`src/rtl/core/wtbs_pkg.sv`:
```
`default_nettype none
package wtbs_pkg;

    localparam int TEMP_W  = 20;
    localparam int FLUX_W  = 32;
    localparam int K_W     = 16;
    localparam int ITER_W  = 6;
    localparam int CIDX_W  = 3;
    localparam int CDATA_W = 20;

    localparam logic [TEMP_W-1:0] TEMP_MAX = '1;

    // register indexes of the configuration port
    localparam logic [CIDX_W-1:0] REG_CONDUCTIVITY = 3'd0;
    localparam logic [CIDX_W-1:0] REG_THICKNESS    = 3'd1;
    localparam logic [CIDX_W-1:0] REG_TUBE_TEMP    = 3'd2;
    localparam logic [CIDX_W-1:0] REG_MAX_TEMP     = 3'd3;
    localparam logic [CIDX_W-1:0] REG_MIN_TEMP     = 3'd4;

    // sigma * 16 * 2^36, truncated
    localparam logic [15:0] RAD_K      = 16'd62342;
    localparam logic [16:0] COND_SCALE = 17'd125000;
    localparam logic [9:0]  INIT_TOL   = 10'd1000;
    localparam logic [16:0] LOOP_TOL   = 17'd100000;

    typedef struct packed {
        logic [K_W-1:0]    conductivity;
        logic [TEMP_W-1:0] wall_thickness_um;
        logic [TEMP_W-1:0] tube_side_temp;
        logic [TEMP_W-1:0] max_wall_temp;
        logic [TEMP_W-1:0] min_wall_temp;
    } cfg_t;

    typedef struct packed {
        logic signed [FLUX_W-1:0] flux;
        logic [TEMP_W-1:0]        temp;
    } item_t;

endpackage
`default_nettype wire

```
`src/rtl/core/wtbs_fifo.sv`:
```
`default_nettype none
module wtbs_fifo (
    input  wire                  aclk,
    input  wire                  aresetn,
    input  wire                  wr_en,
    input  wire  wtbs_pkg::item_t wr_data,
    output logic                 full,
    input  wire                  rd_en,
    output wtbs_pkg::item_t      rd_data,
    output logic                 empty
);
    import wtbs_pkg::*;

    item_t      mem_reg [2];
    logic       wptr_reg, rptr_reg;
    logic [1:0] count_reg;

    assign full    = count_reg == 2'd2;
    assign empty   = count_reg == 2'd0;
    assign rd_data = mem_reg[rptr_reg];

    always_ff @(posedge aclk) begin
        if (wr_en) begin
            mem_reg[wptr_reg] <= wr_data;
        end
    end

    always_ff @(posedge aclk) begin
        if (!aresetn) begin
            wptr_reg  <= 1'b0;
            rptr_reg  <= 1'b0;
            count_reg <= 2'd0;
        end else begin
            if (wr_en) wptr_reg <= ~wptr_reg;
            if (rd_en) rptr_reg <= ~rptr_reg;
            if (wr_en && !rd_en) count_reg <= count_reg + 2'd1;
            else if (rd_en && !wr_en) count_reg <= count_reg - 2'd1;
        end
    end
endmodule
`default_nettype wire

```
`config.mk`:
```
export PLATFORM = sky130hd
export DESIGN_NAME = wtbs_fifo
export DESIGN_NICKNAME = d
export VERILOG_FILES = /design/src/rtl/core/wtbs_pkg.sv /design/src/rtl/core/wtbs_fifo.sv
export SDC_FILE = /design/constraint.sdc
export NUM_CORES = 1
export LEC_CHECK = 0
export ABC_CLOCK_PERIOD_IN_PS = 8600
export CAP_MARGIN = 20
export CORE_MARGIN = 3
export CORE_UTILIZATION = 40
export CTS_BUF_LIST = sky130_fd_sc_hd__clkbuf_4 sky130_fd_sc_hd__clkbuf_8
export DETAILED_ROUTE_END_ITERATION = 10
export DONT_BUFFER_PORTS = 1
export PLACE_DENSITY_LB_ADDON = 0.12
export SETUP_SLACK_MARGIN = 0.05
export SLEW_MARGIN = 20
export SYNTH_ARGS = -nofsm -noshare
export SYNTH_HDL_FRONTEND = slang
export SYNTH_SLANG_ARGS = --single-unit
```
`constraint.sdc`:
```
create_clock -name aclk -period 8.6 [get_ports aclk]
set_input_delay 0.86 -clock aclk [delete_from_list [all_inputs] [get_ports aclk]]
set_output_delay 0.86 -clock aclk [all_outputs]
set_load 0.005 [all_outputs]
```
Yosys cells after proc, flatten, opt, wreduce, memory -nomap -nowiden
Memories as Yosys holds them, arrays and structs flattened. A register that Yosys moved wholly into a read port is not among the register bits.
Index checks and enable logic that the tools add are counted.
Cells by class
  order comparisons: 0
  mux-type cells: 6
  bitwise operators: 2
  equality and inequality tests: 1
  reductions and logical operators: 6
  multiply operators: 0
  divide/modulo/power cells: 0
  shift operators: 0
  add/subtract/negate cells: 2
Operators with widths (number)
  1-bit two-way mux: 4
  2-bit two-way mux: 2
  2-bit by 1-bit adder with 2-bit output, second input constant: 1
  2-bit == test, second input constant: 1
  1-bit logical AND: 2
  1-bit zero test: 2
  2-bit zero test: 1
  1-bit inverter: 2
  2-bit nonzero test: 1
  2-bit by 1-bit subtractor with 2-bit output, second input constant: 1
Word-level totals
  memory bits (read-only): 0
  memory bits (writable): 104
  latch bits: 0
  memories: 1
  word-level logic and storage cells: 21
  register bits: 4
Memories
  mem_reg: depth 2, bits a word 52, rd ports 1, clocked after Yosys merged registers in 1, wr ports 1, line wtbs_fifo.sv:14  | item_t mem_reg [2];

Longest topological paths before layout
  depth in word-level cells: 4
  mapped depth: 5
  mapped depth without buffers: 5

Least setup slack after synthesis
Ideal clock, no wire load.
  path type: input port to flip-flop
  start: input port wr_en
  end: memory mem_reg[0][0] in the netlist's numbering, enable pin
  slack: 4.938 ns
  arrival: 3.193 ns
  required time: 8.131 ns
  stages: 1
  path through: nor2b_1
Between the ends
  word-level cells in the longest chain between the ends: 2
RTL lines
  start: declaration: line wtbs_fifo.sv:5  | input wire wr_en,
  1-bit two-way mux: line wtbs_fifo.sv:23  | if (wr_en) begin
  1-bit two-way mux (not written as such): line wtbs_fifo.sv:24  | mem_reg[wptr_reg] <= wr_data;
  end: declaration: line wtbs_fifo.sv:14
Every way passes these cells.

==> results.md <==
- Synth area leader: edfxtp_1
- Core footprint: 9460 µm²
- Internal power: 810 µW
- Vias in the first global route: 1810
- Pre-antenna DRT Iters: 4
- Cell breakdown of the critical path: mux2_2
- Starting Density: 0.420
- Total Routing Usage GR: 0.119
- Fin. max-slew vios: 0
- #FFs+latches synth: 109
- Worst path slowest cell: dfxtp_4
- Final period utilization: 0.288
- Sequential share of power: 0.618
- Cell variety after synth: 17
- CTS Sinks: 109
- Status: complete, no violations
- TritonCTS clock tree: yes
- Clock power frac: 0.322
- CTS clk-pin slew, worst paths: 0.09 ns
- Area share of the largest cell type after synthesis: 0.787
- GR Util met1: 0.121
- GRT overflow: 0
- Met2 GRT Util: 0.210
- Die ar.: 11200 µm²
- WS Path Type: flop to primary output
- I/O pins: between 100 and 150
- Final design utilization: 0.459
- Crit path depth: 1
- Slew HR: 0.539
- H-tree lvl count: 3
- Max cap viols: 0
- Routed WL: about 6500 µm
- Synth top cells by count: edfxtp_1, mux2_2, buf_4, dfxtp_1, and2_1
- Psw: 208 µW
- Critical Path Start Type: flop
- Post-synth top flop: edfxtp_1
- Die width: 106 µm
- Cts bufs inserted: 9
- Fmax: 404 MHz
- Fin Hold WS: around 0.5 ns
- Crit path DAT: between 1.5 and 2 ns
- Final-report setup violation count: 0
- Syn avg cell area: 21.6 µm²
- Asr flop ratio synth: 0
- Post-cts resize count: 0
- CP delay by family, top: flip-flops
- Hold WC Path Type: flop to flop
- GRT met3 Usage: 0.0551
- Post-CTS setup repair buffer count: 0
- Post-DP HPWL: 4290 µm
- Vias per cell: 4.99
- Combinational share of power: 0.060
- Avg WL per Cell: a little under 20 µm
- WP data required: 7.74 ns
- Max Root-Sink Buffers: 2
- Syn_nets: 241
- Placed cells: between 300 and 400
- RSZ-0062 raised after global routing: false
- Most frequent cell after synthesis: edfxtp_1
- Synth top area cells: edfxtp_1, mux2_2, dfxtp_1
- Clock Skews: around 0.010 ns
- Post-CTS Hold Buffers: 0
- Iter 0 DRT Violations: 56
- GR peak layer: met2
- # fillers: 822
- Fin crit period: 2.47 ns
- Leak: 1.40 nW
- Worst r2r path cells: 2
- First-pass GRT wire length: 9980 µm
- Yosys warnings: 0
- EDFF count, synth: roughly 100
- Antenna cell count: 0
- Share of cells above drive strength 1: 0.372
- Port bufs: 0
- Critical Path Max Stage Delay: 0.80 ns
- CTS root buffer: clkbuf_8
- Switch share: 0.204
- WHS Path Cells: 2
- Post-synthesis cell area: between 3000 and 4000 µm²
- VDD IR-drop max: 105 µV
- Least-Margin Pin Slew: 0.691 ns
- Synthesized instance count: 184
- Initial antenna violation count: 0
- Max Fanout on Critical Path: 52
- FP Rows: 35
- Setup TNS Final: 0 ns
- Residual DRC count: 0
- CP Buf/Inv Count: 0
- Clock Latency Late Sink: 0.36 ns
- Final Hold Fails: 0
- Final estimated routing congestion in global placement: 0.663
- Detail Route Antenna Nets: 0
- Power density over the cells: roughly 230 nW/µm²
- Post-route insts no fill: 325
- Die Y: 106 µm
- Via count: 1621
- Number of flip-flops in the largest register: 104
- Nets@finish: around 250
- Crit. End Element: primary output
- Post-Place Cell Area: 4110 µm²
- Fin area: 4340 µm²
- Sequential share of the synthesized area: 0.812
- Largest net degree at the start of global routing: 53
- Area Overhead vs Synth: 9.27%
==> logic make-up after synthesis <==
logic type / synth area share
multiplexers: 0.147
AO/OA/AOI/OAI: 0.00504
buffers and inverters: 0.0117
XOR/XNOR: 0.00662
AND/OR/NAND/NOR: 0.0142
flip-flops: 0.812
adder cells (fa/ha/maj): 0.00315
==> final cells by class <==
type,instances,area [µm²],area share
timing repair buffer,2,15.0,0.00346
tap,129,161,0.0372
clock buffer,9,124,0.0286
sequential,109,3230,0.744
multi-input combinational,68,709,0.164
clock inverter,7,97.6,0.0225
inverter,1,3.75,0.000865
==> cell usage in the layout, fill, tap and decap left out, types with 2 or more instances in the layout <==
master	Yosys	routed
clkbuf_8	0	9
dfxtp_1	5	4
edfxtp_1	104	104
and2_1	4	3
mux2_2	52	52
xor2_1	2	2
buf_4	5	2
bufinv_16	0	2
==> routing by layer <==
metal  vias to the layer above  part of all wire
li1                        728                 -
met1                       818              0.34
met2                        68              0.54
met3                         7              0.10
met4                         0             0.014
met5                         -                 0
==> power by group through the flow <==
| stage | clock network, mW | logic (mW) | registers, mW |
|---|---|---|---|
| global placement | 0 | 0.0619 | 0.639 |
| floorplan | 0 | 0.0599 | 0.630 |
| CTS | 0.340 | 0.0635 | 0.630 |
| global route | 0.363 | 0.0666 | 0.633 |
| detailed placement | 0 | 0.0629 | 0.642 |
| finish | 0.328 | 0.0611 | 0.628 |
==> stage by stage <==
stage,setup WS (ns),power [mW]
2_1_floorplan,4.94,0.690
3_3_place_gp,6.17,0.701
3_5_place_dp,6.10,0.705
4_1_cts,5.70,1.03
5_1_grt,6.02,1.06
6_report,6.13,1.02
==> path summary, 6_finish.rpt <==
check                                   from             end  slack (ns)
worst max-delay path                    flop     rd_data[14]        6.13
worst min-delay path            count_reg[1]    count_reg[1]        0.51
worst max register to register      wptr_reg  mem_reg[0][15]        6.85
worst min register to register  count_reg[1]    count_reg[1]        0.51
(Power assumes the default switching activity.)
